[config.mk]
export PLATFORM = sky130hd
export DESIGN_NAME = mtg_ctrl
export DESIGN_NICKNAME = d
export VERILOG_FILES = /design/src/hw/rtl/mtg_pkg.sv /design/src/hw/rtl/mtg_ctrl.sv
export SDC_FILE = /design/constraint.sdc
export NUM_CORES = 1
export LEC_CHECK = 0
export BUFFER_PORTS_ARGS = -buffer_cell sky130_fd_sc_hd__buf_2
export CAP_MARGIN = 40
export CORE_ASPECT_RATIO = 0.9
export CORE_UTILIZATION = 33
export DETAILED_ROUTE_END_ITERATION = 8
export PLACE_DENSITY = 0.48
export SLEW_MARGIN = 40
export SYNTH_ARGS = -nofsm -noshare
export SYNTH_HDL_FRONTEND = slang
export SYNTH_SLANG_ARGS = --single-unit
export TNS_END_PERCENT = 50
[constraint.sdc]
create_clock -name clk -period 8.9 [get_ports clk]
set_input_delay 1.78 -clock clk [delete_from_list [all_inputs] [get_ports clk]]
set_output_delay 1.78 -clock clk [all_outputs]
set_load 0.05 [all_outputs]
[src/hw/rtl/mtg_pkg.sv]
// Shared types, constants and word functions for the MT19937 generator.
`timescale 1ns / 1ps

package mtg_pkg;

	localparam int unsigned MT_LEN   = 624;
	localparam int unsigned MT_SHIFT = 397;
	localparam int unsigned IDX_W    = 10;

	localparam logic [IDX_W-1:0] IDX_LAST    = IDX_W'(MT_LEN - 1);
	localparam logic [IDX_W-1:0] POS_EMPTY   = IDX_W'(MT_LEN);
	localparam logic [IDX_W-1:0] POS_PENDING = IDX_W'(MT_LEN + 1);

	localparam logic [31:0] MT_UPPER     = 32'h8000_0000;
	localparam logic [31:0] MT_LOWER     = 32'h7fff_ffff;
	localparam logic [31:0] MT_MATRIX    = 32'h9908_b0df;
	localparam logic [31:0] MT_INIT_MULT = 32'd1812433253;
	localparam logic [31:0] MT_TEMPER_B  = 32'h9d2c_5680;
	localparam logic [31:0] MT_TEMPER_C  = 32'hefc6_0000;
	localparam logic [31:0] SEED_RESET   = 32'd5489;

	typedef enum logic [3:0] {
		ST_IDLE,
		ST_SEED0,
		ST_SEED_MUL,
		ST_SEED_ADD,
		ST_PRIME0,
		ST_PRIME1,
		ST_TWIST,
		ST_READ,
		ST_PUSH
	} mtg_state_t;

	typedef struct packed {
		logic             we;
		logic [IDX_W-1:0] waddr;
		logic [31:0]      wdata;
		logic             re;
		logic [IDX_W-1:0] raddr_a;
		logic [IDX_W-1:0] raddr_b;
	} mtg_ram_req_t;

	typedef struct packed {
		logic             idle;
		logic             push;
		logic [IDX_W-1:0] word_pos;
	} mtg_status_t;

	function automatic logic [31:0] mix_pair(input logic [31:0] upper_src,
						 input logic [31:0] lower_src);
		logic [31:0] h;
		h = (upper_src & MT_UPPER) | (lower_src & MT_LOWER);
		return (h >> 1) ^ (h[0] ? MT_MATRIX : 32'h0);
	endfunction

	function automatic logic [31:0] temper(input logic [31:0] w);
		logic [31:0] e;
		e = w;
		e = e ^ (e >> 11);
		e = e ^ ((e << 7) & MT_TEMPER_B);
		e = e ^ ((e << 15) & MT_TEMPER_C);
		e = e ^ (e >> 18);
		return e;
	endfunction

endpackage

[src/hw/rtl/mtg_ctrl.sv]
// Sequencer for seeding, in-place twisting and word reads of the state table.
`timescale 1ns / 1ps

module mtg_ctrl
	import mtg_pkg::*;
(
	input  logic         clk,
	input  logic         arst_n,
	input  logic         s_tvalid,
	input  logic         request,
	input  logic         seed_value_we,
	input  logic [31:0]  seed_value_wdata,
	input  logic         slot_free,
	input  logic [31:0]  rd_a,
	input  logic [31:0]  rd_b,
	output mtg_ram_req_t ram_req,
	output mtg_status_t  status
);

	mtg_state_t       state_q, state_d;
	logic [IDX_W-1:0] pos_q;
	logic [IDX_W-1:0] idx_q;
	logic [IDX_W-1:0] rda_q, rdb_q;
	logic [31:0]      seed_q;
	logic [31:0]      prev_q;
	logic [31:0]      prod_s1;
	logic [31:0]      cur_q;
	logic [31:0]      seed_sum;
	logic [IDX_W-1:0] rda_inc, rdb_inc;

	assign seed_sum = prod_s1 + {{(32-IDX_W){1'b0}}, idx_q};
	assign rda_inc  = (rda_q == IDX_LAST) ? '0 : rda_q + 1'b1;
	assign rdb_inc  = (rdb_q == IDX_LAST) ? '0 : rdb_q + 1'b1;

	always_ff @(posedge clk or negedge arst_n) begin
		if (!arst_n) begin
			state_q <= ST_IDLE;
		end else begin
			state_q <= state_d;
		end
	end

	always_comb begin
		state_d        = state_q;
		ram_req        = '0;
		status.idle    = 1'b0;
		status.push    = 1'b0;
		status.word_pos = pos_q;
		case (state_q)
			ST_IDLE: begin
				status.idle = 1'b1;
				if (s_tvalid && request) begin
					if (pos_q >= POS_PENDING) begin
						state_d = ST_SEED0;
					end else if (pos_q == POS_EMPTY) begin
						state_d = ST_PRIME0;
					end else begin
						state_d = ST_READ;
					end
				end
			end
			ST_SEED0: begin
				ram_req.we    = 1'b1;
				ram_req.waddr = '0;
				ram_req.wdata = seed_q;
				state_d       = ST_SEED_MUL;
			end
			ST_SEED_MUL: begin
				state_d = ST_SEED_ADD;
			end
			ST_SEED_ADD: begin
				ram_req.we    = 1'b1;
				ram_req.waddr = idx_q;
				ram_req.wdata = seed_sum;
				state_d       = (idx_q == IDX_LAST) ? ST_PRIME0 : ST_SEED_MUL;
			end
			ST_PRIME0: begin
				ram_req.re      = 1'b1;
				ram_req.raddr_a = '0;
				ram_req.raddr_b = '0;
				state_d         = ST_PRIME1;
			end
			ST_PRIME1: begin
				ram_req.re      = 1'b1;
				ram_req.raddr_a = IDX_W'(1);
				ram_req.raddr_b = IDX_W'(MT_SHIFT);
				state_d         = ST_TWIST;
			end
			ST_TWIST: begin
				// The entry being written never matches an address read in the same cycle.
				ram_req.we      = 1'b1;
				ram_req.waddr   = idx_q;
				ram_req.wdata   = rd_b ^ mix_pair(cur_q, rd_a);
				ram_req.re      = 1'b1;
				ram_req.raddr_a = rda_q;
				ram_req.raddr_b = rdb_q;
				if (idx_q == IDX_LAST) begin
					state_d = ST_READ;
				end
			end
			ST_READ: begin
				ram_req.re      = 1'b1;
				ram_req.raddr_a = pos_q;
				ram_req.raddr_b = pos_q;
				state_d         = ST_PUSH;
			end
			ST_PUSH: begin
				if (slot_free) begin
					status.push = 1'b1;
					state_d     = ST_IDLE;
				end
			end
			default: begin
				state_d = ST_IDLE;
			end
		endcase
	end

	always_ff @(posedge clk or negedge arst_n) begin
		if (!arst_n) begin
			pos_q  <= POS_PENDING;
			seed_q <= SEED_RESET;
		end else if (seed_value_we) begin
			pos_q  <= POS_PENDING;
			seed_q <= seed_value_wdata;
		end else if (state_q == ST_TWIST && idx_q == IDX_LAST) begin
			pos_q <= '0;
		end else if (state_q == ST_READ) begin
			pos_q <= pos_q + 1'b1;
		end
	end

	always_ff @(posedge clk) begin
		case (state_q)
			ST_SEED0: begin
				prev_q <= seed_q;
				idx_q  <= IDX_W'(1);
			end
			ST_SEED_MUL: begin
				prod_s1 <= 32'(MT_INIT_MULT * (prev_q ^ (prev_q >> 30)));
			end
			ST_SEED_ADD: begin
				prev_q <= seed_sum;
				idx_q  <= idx_q + 1'b1;
			end
			ST_PRIME1: begin
				cur_q <= rd_a;
				idx_q <= '0;
				rda_q <= IDX_W'(2);
				rdb_q <= IDX_W'(MT_SHIFT + 1);
			end
			ST_TWIST: begin
				cur_q <= rd_a;
				idx_q <= idx_q + 1'b1;
				rda_q <= rda_inc;
				rdb_q <= rdb_inc;
			end
			default: begin
			end
		endcase
	end

endmodule

# After elaboration in Yosys (flattened, before gate mapping)
# Cells that the tools add are included.
# totals
register_bits,172
latch_bits,0
mem_bits_rw,0
mem_bits_ro,0
inputBits,102
out_inout_bits,76
word_cells,67
mem_count,0
# classes
n_addsub,5
mul,1
div_mod_pow,0
magnitude_cmp,1
eq_ne,15
shift,0
n_mux,22
bitwise,4
n_reduce_logical,10
# op_table
cell,count
$pmux W43 S3,1
$pmux W21 S4,1
$pmux W32 S2,1
$mux W10,5
$add A10 B1 Y10 const B,4
$eq A10 B10 Y1 const B,4
$pmux W10 S2,2
$pmux W4 S9,1
$add A32 B10 Y32,1
$mul A31 B32 Y32 const A,1
$mux W32,1
$or A32 B31 Y32,1
$xor A31 B32 Y32,1
$xor A32 B2 Y32,1
$xor A32 B32 Y32,1
$pmux W10 S3,1
$eq A4 B3 Y1 const B,4
$mux W4,4
$ge A10 B10 Y1 const B,1
$eq A4 B2 Y1 const B,2
$ne A2 B2 Y1 const B,3
$reduce_bool A3 Y1,2
$eq A4 B1 Y1 const B,1
$eq A4 B4 Y1 const B,1
8 further kinds,13

# Depth between registers and ports, before layout
# Gate-level depths: netlist of run 1.
# depth
word_depth,5
ltp_mapped,24
depth_no_buf,24

# Least setup slack after synthesis of run 1
# OpenSTA, ideal clock, no wires.
# synth_path
path_kind,register -> register
start,reg prev_q[11]
end,"reg prod_s1[30], data pin"
setup_ps,257
t_arrival_ps,6421
t_required_ps,8643
slack_ps,2222
stages_incl_launch_ff,24
path_buffers,0
period_less_slack_ps,6678
path_cell_list,edfxtp_1 -> ha_1 -> ha_1 -> fa_1 -> inv_1 -> fa_1 -> inv_1 -> fa_1 -> inv_1 -> fa_1 -> inv_1 -> fa_1 -> inv_1 -> fa_1 -> inv_1 -> ha_1 -> a211oi_2 -> nor2_1 -> or4_1 -> a221oi_2 -> o311ai_1 -> a21o_1 -> a221o_1 -> xor2_1
# synth_between
elab_chain_cells,2
# synth_lines
item,line_no,rtl
start: declaration,mtg_ctrl.sv:25,logic [31:0] prev_q;
start signal: assignment,mtg_ctrl.sv:136,prev_q <= seed_q;
start signal: assignment,mtg_ctrl.sv:143,prev_q <= seed_sum;
$xor A32 B2 Y32,mtg_ctrl.sv:140,prod_s1 <= 32'(MT_INIT_MULT * (prev_q ^ (prev_q >> 30)));
$mul A31 B32 Y32,mtg_ctrl.sv:140,
end signal: assignment,mtg_ctrl.sv:140,
end: declaration,mtg_ctrl.sv:26,logic [31:0] prod_s1;
# Every way passes these cells.
# A chain may end at the register's enable or synchronous reset.

# Worst setup path after layout of run 1
# layout_path
start,reg prev_q[12]
end,"reg prod_s1[30], data pin"
# The elaborated chain is that of the path after synthesis.

==> results of run 1 <==
routing by layer:
metal / vias up / wire length (µm)
met5: - / 11
met4: 2 / 476
met3: 30 / 1446
met2: 251 / 20830
met1: 5531 / 21640
li1: 5405 / -
critical path, delay by kind of cell (launching register included):
kind / cells / cell delay, ns
flip-flops: 1 / 0.65
adder cells (fa/ha/maj): 9 / 3.99
XOR/XNOR: 1 / 0.14
AO/OA/AOI/OAI: 5 / 1.22
AND/OR/NAND/NOR: 2 / 0.50
buffers and inverters: 6 / 0.31
layout make-up:
type,count,area (µm²)
clock inverters,12,183.9
flip-flops and latches,141,4019
multi-input cells,1077,10330
well taps,608,760.7
diodes,1,2.502
repair buffers,188,970.9
fillers,4611,28100
clock buffers,20,436.7
inverters,273,1025
cell usage after synthesis, types with 2 or more instances:
cell,count
clkbuf_1,34
a211oi_1,7
nor2_1,67
nand4_1,13
dfrtp_1,34
or4b_2,2
or4_1,2
o21a_1,3
a21oi_1,44
a31oi_1,5
inv_1,273
o21bai_1,8
nor4_1,3
ha_1,226
xnor2_1,88
or3_1,2
and4_1,6
and3_1,11
o21ai_0,74
nor3_1,11
nand3_1,25
dfstp_2,12
a211o_1,3
a221o_1,5
a22o_1,6
mux2_2,32
nor4b_1,3
or2_2,4
a22oi_1,26
and2_1,7
edfxtp_1,95
nor2b_1,17
nand2_1,114
xor2_1,73
nand2b_1,6
o31ai_1,2
o211ai_1,3
a21o_1,22
fa_1,147
placed cells by master, fill, tap and decap left out, drive strengths merged, types with 3 or more instances in the layout:
cell type / count
a211o: 3
a211oi: 8
a21o: 22
a21oi: 45
a221o: 5
a22o: 6
a22oi: 26
a31oi: 5
and2: 7
and3: 11
and4: 6
buf: 188
bufinv: 4
clkbuf: 20
clkinv: 3
dfrtp: 34
dfstp: 12
edfxtp: 95
fa: 147
ha: 226
inv: 276
mux2: 32
nand2: 114
nand2b: 6
nand3: 25
nand4: 13
nor2: 67
nor2b: 17
nor3: 11
nor4: 3
nor4b: 3
o211ai: 3
o21a: 3
o21ai: 74
o21bai: 8
or2: 4
xnor2: 88
xor2: 73
logic make-up after synthesis:
kind of cell	Yosys count	synth area share
multiplexers	33	0.02394
AO/OA/AOI/OAI	217	0.08889
flip-flops	141	0.2598
adder cells (fa/ha/maj)	373	0.3730
buffers and inverters	308	0.07481
AND/OR/NAND/NOR	293	0.08840
XOR/XNOR	161	0.09115
path summary, 6_finish.rpt:
kind | start | cells after the start | slack [ns] | to
worst max-delay path | prev_q[12]$_DFFE_PP_ | 23 | 1.81 | prod_s1[30]$_DFFE_PP_
worst min-delay path | pos_q[4]$_DFFE_PN1P_ | 2 | 0.53 | pos_q[4]$_DFFE_PN1P_
worst max register to register | prev_q[12]$_DFFE_PP_ | 23 | 1.81 | prod_s1[30]$_DFFE_PP_
worst min register to register | pos_q[4]$_DFFE_PN1P_ | 2 | 0.53 | pos_q[4]$_DFFE_PN1P_
max in group asynchronous | arst_n | 2 | 6.99 | seed_q[9]$_DFFE_PN0P_
min in group asynchronous | arst_n | 2 | 1.46 | pos_q[8]$_DFFE_PN0P_
per-stage QoR:
stage	setup slack [ns]	cell area [µm²]	hold WS, ns
floorplan	2.222	15470	0.5031
global placement	1.862	17090	0.5179
detailed placement	1.750	17110	0.5240
CTS	1.713	17730	0.5349
global route	1.474	17730	0.5518
finish	1.806	17730	0.5300
state kept, by name, summed over array words and instances, names as in the netlist:
signal and cells:
rdb_q 10, rda_q 10, seed_q 32, cur_q 1, prev_q 32, prod_s1 32, pos_q 10, state_q 4
idx_q 10
==> results.py, run 1 <==
metrics = {
    "clock_network": {
        "cts_root_buf": "clkbuf_16",
        "postCtsResizedCells": 0,
        "cts.reportedPaths.clkPinSlew_ns": 0.07,
        "cts_tree": "built",
        "htreeDepth": 4,
        "hold_buffers": 0,
        "cts_sinks": 141,
        "cts_buffers": 17,
        "postCtsSetupRepairBufs": 0,
        "clock_latency_ns": 0.43,
        "cts_buffer_depth": 2,
    },
    "finish": {
        "finalNetCount": 2173,
        "fin_util": 0.3868,
        "drive_above_1_share": 0.1625,
        "area_growth_pct": 14.60,
        "stdcell_count": 2320,
    },
    "setup_path": {
        "path_class": "register to register",
        "cp-end-kind": "register",
        "critPathMaxStageDelay_ns": 0.65,
        "worstPathCellList": "ha_1, ha_1, fa_1, inv_1, fa_1, inv_1, fa_1, inv_1, fa_1, inv_1, fa_1, inv_1, fa_1, inv_1, ha_1, a211oi_2, nor2_1, or4_1, a221oi_2, o311ai_1, a21o_1, a221o_1, xor2_1",
        "crit_slowest_cell": "edfxtp_1",
        "start_kind": "register",
        "cp.arrival_ns": 7.26,
        "crit_fanout": 10,
        "worstPathRequired_ns": 9.07,
    },
    "yosys": {
        "synth.top_cell.area_share": 0.1902,
        "synth_nets": 2001,
        "netlist_area_mm2": 0.01547,
        "syn_inst": 1526,
        "yosysWarnings": 0,
        "yosys_most_used_dff": "edfxtp_1",
        "synth_area_per_cell_um2": 10.14,
        "ys_types": 50,
        "synth_edf_count": 95,
        "ys_ff_latch": 141,
        "synth_area_leaders": "fa_1 (19%), edfxtp_1 (18%), ha_1 (18%)",
        "yosysTopAreaCell": "fa_1",
        "ys_seq_area_frac": 0.2598,
        "async_reset_ff_frac": 0.3262,
    },
    "place": {
        "dp.cells": 2287,
        "io_buffers": 177,
        "hpwlAfterDp_mm": 36.56,
        "gp_congestion": 0.8592,
    },
    "drt": {
        "drc": 0,
        "vias_per_cell": 4.836,
        "wl_per_cell_um": 19.14,
        "num_vias": 11219,
        "drtIter0Drc": 580,
        "firstDrtPassIters": 5,
        "wl_mm": 44.40,
        "drtAntennaViolNets": 0,
    },
    "grt": {
        "grt_pass1_vias": 12041,
        "grt_use_met3": 0.02390,
        "grt_max_degree": 48,
        "top_usage_layer": "met2",
        "grt_pass1_wl_mm": 71.04,
        "gr-total-overflow": 0,
        "globalRouteMet2Util": 0.3127,
        "antenna_found_initial": 4,
        "use_met1": 0.2789,
        "grt_usage": 0.1937,
    },
    "status": {
        "outcome": "finished clean",
    },
    "timing": {
        "timing.final.crit_period_ns": 7.094,
        "finClkSkew_ns": 0.01151,
        "slew_headroom": 0.4571,
        "post-route-period-util": 0.7971,
        "fmax_mhz": 141.0,
        "fin_tns_setup_ns": 0,
        "rsz0062_at_grt": "no",
        "hold_viol_final": 0,
        "drv_slew": 0,
        "setup_viol_count_final": 0,
        "worst_pin_slew_ns": 0.8095,
    },
    "die": {
        "die_h_um": 207.4,
        "die_area_mm2": 0.04775,
        "core.rowCount": 74,
        "io_pins": 178,
        "initial_core_util": 0.3375,
        "dieWidth_um": 230.2,
        "core_area_mm2": 0.04583,
    },
    "job": {
        "cap_violations": 0,
    },
    "worst_hold_path": {
        "worstHoldPathType": "register to register",
    },
}
Power of run 1 is not shown: default switching activity piles up to over one toggle a cycle in this logic, so the estimate is an artifact.
==> run 2: changes to the inputs <==
- clock period: 8.9 -> 7.22 ns (I/O delays scaled with it)
==> run 2 against run 1 <==
  * Setup slack got worse by 1.5 ns
  * Sequential share of layout area is 0.14 points lower
  * Hold slack better by 0.0051 ns
  * Clock skew rose by 0.0031 ns
  * Die area stayed put
  * Critical path type unchanged
  * Critical endpoint unchanged
  * Largest cell class unchanged
  * Highest routed layer is now met4
==> results.py, run 2 (synthesized netlist as in run 1, its figures left out) <==
metrics = {
    "worst_hold_path": {
        "worstHoldPathType": "register to register",
        "hold_end": "pos_q[4]$_DFFE_PN1P_",
        "hold_depth": 2,
        "min-delay-start": "pos_q[4]$_DFFE_PN1P_",
    },
    "setup_path": {
        "crit_slowest_cell": "fa_1",
        "path_class": "register to register",
        "reg2reg_from": "prev_q[11]$_DFFE_PP_",
        "r2r_cells": 23,
        "critPathBufInv": 6,
        "startpoint": "prev_q[11]$_DFFE_PP_",
        "start_kind": "register",
        "cp.arrival_ns": 7.05,
        "worstPathCellList": "ha_1, ha_1, fa_1, inv_1, fa_1, inv_1, fa_1, inv_1, fa_1, inv_1, fa_1, inv_1, fa_1, inv_1, ha_1, a211oi_2, nor2_1, or4_1, a221oi_2, o311ai_2, a21o_1, a221o_1, xor2_1",
        "r2r-end": "prod_s1[30]$_DFFE_PP_",
        "cp-end-kind": "register",
        "worst_path_dominant_cell_family": "adder cells",
        "crit_fanout": 6,
        "worstPathRequired_ns": 7.40,
        "critPathMaxStageDelay_ns": 0.53,
        "r2r_slack_ns": 0.36,
    },
    "timing": {
        "setup_viol_count_final": 0,
        "slew_headroom": 0.5201,
        "post-route-period-util": 0.9507,
        "worst_pin_slew_ns": 0.7199,
        "fin_tns_setup_ns": 0,
        "finClkSkew_ns": 0.01459,
        "hold_viol_final": 0,
        "rsz0062_at_grt": "no",
        "timing.final.crit_period_ns": 6.864,
        "fmax_mhz": 145.7,
        "drv_slew": 0,
    },
    "die": {
        "dieWidth_um": 230.2,
        "die_area_mm2": 0.04775,
        "core.rowCount": 74,
        "initial_core_util": 0.3375,
        "io_pins": 178,
        "core_area_mm2": 0.04583,
        "die_h_um": 207.4,
    },
    "clock_network": {
        "htreeDepth": 4,
        "cts_tree": "built",
        "clock_latency_ns": 0.43,
        "cts_buffer_depth": 2,
        "hold_buffers": 0,
        "cts.reportedPaths.clkPinSlew_ns": 0.07,
        "cts_root_buf": "clkbuf_16",
        "cts_buffers": 17,
        "cts_sinks": 141,
    },
    "grt": {
        "antenna_found_initial": 3,
        "grt_pass1_vias": 12351,
        "grt_max_degree": 52,
        "grt_pass1_wl_mm": 72.53,
        "grt_usage": 0.1981,
        "gr-total-overflow": 0,
    },
    "finish": {
        "largestRegisters": "prev_q x32, prod_s1 x32, seed_q x32",
        "finalNetCount": 2193,
        "fillCellCount": 4606,
        "drive_above_1_share": 0.1733,
        "layout_commonest_cell": "inv_1",
        "area_growth_pct": 15.29,
        "final_cell_mix": "inv_1 (273), ha_1 (226), buf_2 (176)",
    },
    "drt": {
        "wl_per_cell_um": 19.18,
        "wl_mm": 44.89,
        "drc": 0,
        "drtAntennaViolNets": 0,
        "num_vias": 11416,
        "drtIter0Drc": 641,
        "vias_per_cell": 4.877,
        "firstDrtPassIters": 5,
    },
    "status": {
        "outcome": "finished clean",
    },
    "place": {
        "gp_congestion": 0.8698,
        "hpwlAfterDp_mm": 37.09,
        "io_buffers": 177,
    },
    "job": {
        "cap_violations": 0,
    },
}
[run 2: cell types whose count changed in the layout (fill, tap and decap cells not counted), sizes merged]
cell	change
bufinv	-3
buf	+20
clkbuf	+2
clkinv	+2
inv	+1
clkinvlp	-2
diode	+1
[run 2: what timing repair did]
item / 4_1_cts / 5_1_grt
setup buffers: 0 / 2
gates resized for setup: 0 / 1
endpoints found under the setup margin: 0 / 1
[run 2: metrics by stage]
stage               hold slack, ns  utilization  area (µm²)  setup WS (ns)  instances
global route                0.5620       0.3890       17830        0.02043       2339
CTS                         0.5310       0.3885       17810         0.2488       2337
global placement            0.5172       0.3758       17220         0.3506       2305
floorplan                   0.5031            -       15470         0.5420       1526
detailed placement          0.5188       0.3762       17240         0.2707       2305
finish                      0.5352       0.3891       17830         0.3559       2341
[run 2: worst max-delay path by stage]
stage                                  to  slack, ns  cells after the start
floorplan           prod_s1[30]$_DFFE_PP_       0.54                     23
global placement    prod_s1[30]$_DFFE_PP_       0.35                     23
detailed placement  prod_s1[30]$_DFFE_PP_       0.27                     23
CTS                 prod_s1[30]$_DFFE_PP_       0.25                     23
global route        prod_s1[30]$_DFFE_PP_       0.02                     23
finish              prod_s1[30]$_DFFE_PP_       0.36                     23
[run 2: final cells by class]
type | instances | area, µm² | area share
Tap cell | 608 | 760.7 | 0.04265
Sequential cell | 141 | 4019 | 0.2253
Clock inverter | 10 | 86.33 | 0.004841
Antenna cell | 2 | 5.005 | 0.0002806
Multi-Input combinational cell | 1077 | 10340 | 0.5797
Clock buffer | 22 | 479.2 | 0.02687
Inverter | 273 | 1025 | 0.05746
Timing Repair Buffer | 208 | 1121 | 0.06286
[run 2: worst min-delay path, cell delays in order (launching register included)]
cell and delay [ns]:
dfstp_2 0.41, o21ai_0 0.08, nand2_1 0.05
[run 2: metal layers]
layer,global-route usage,up-vias,share of wire
li1,-,5464,-
met1,0.2846,5661,0.49
met2,0.3084,233,0.45
met3,0.02651,58,0.037
met4,0.05960,0,0.025
met5,0,-,0
Power of run 2 is left out for the same reason.
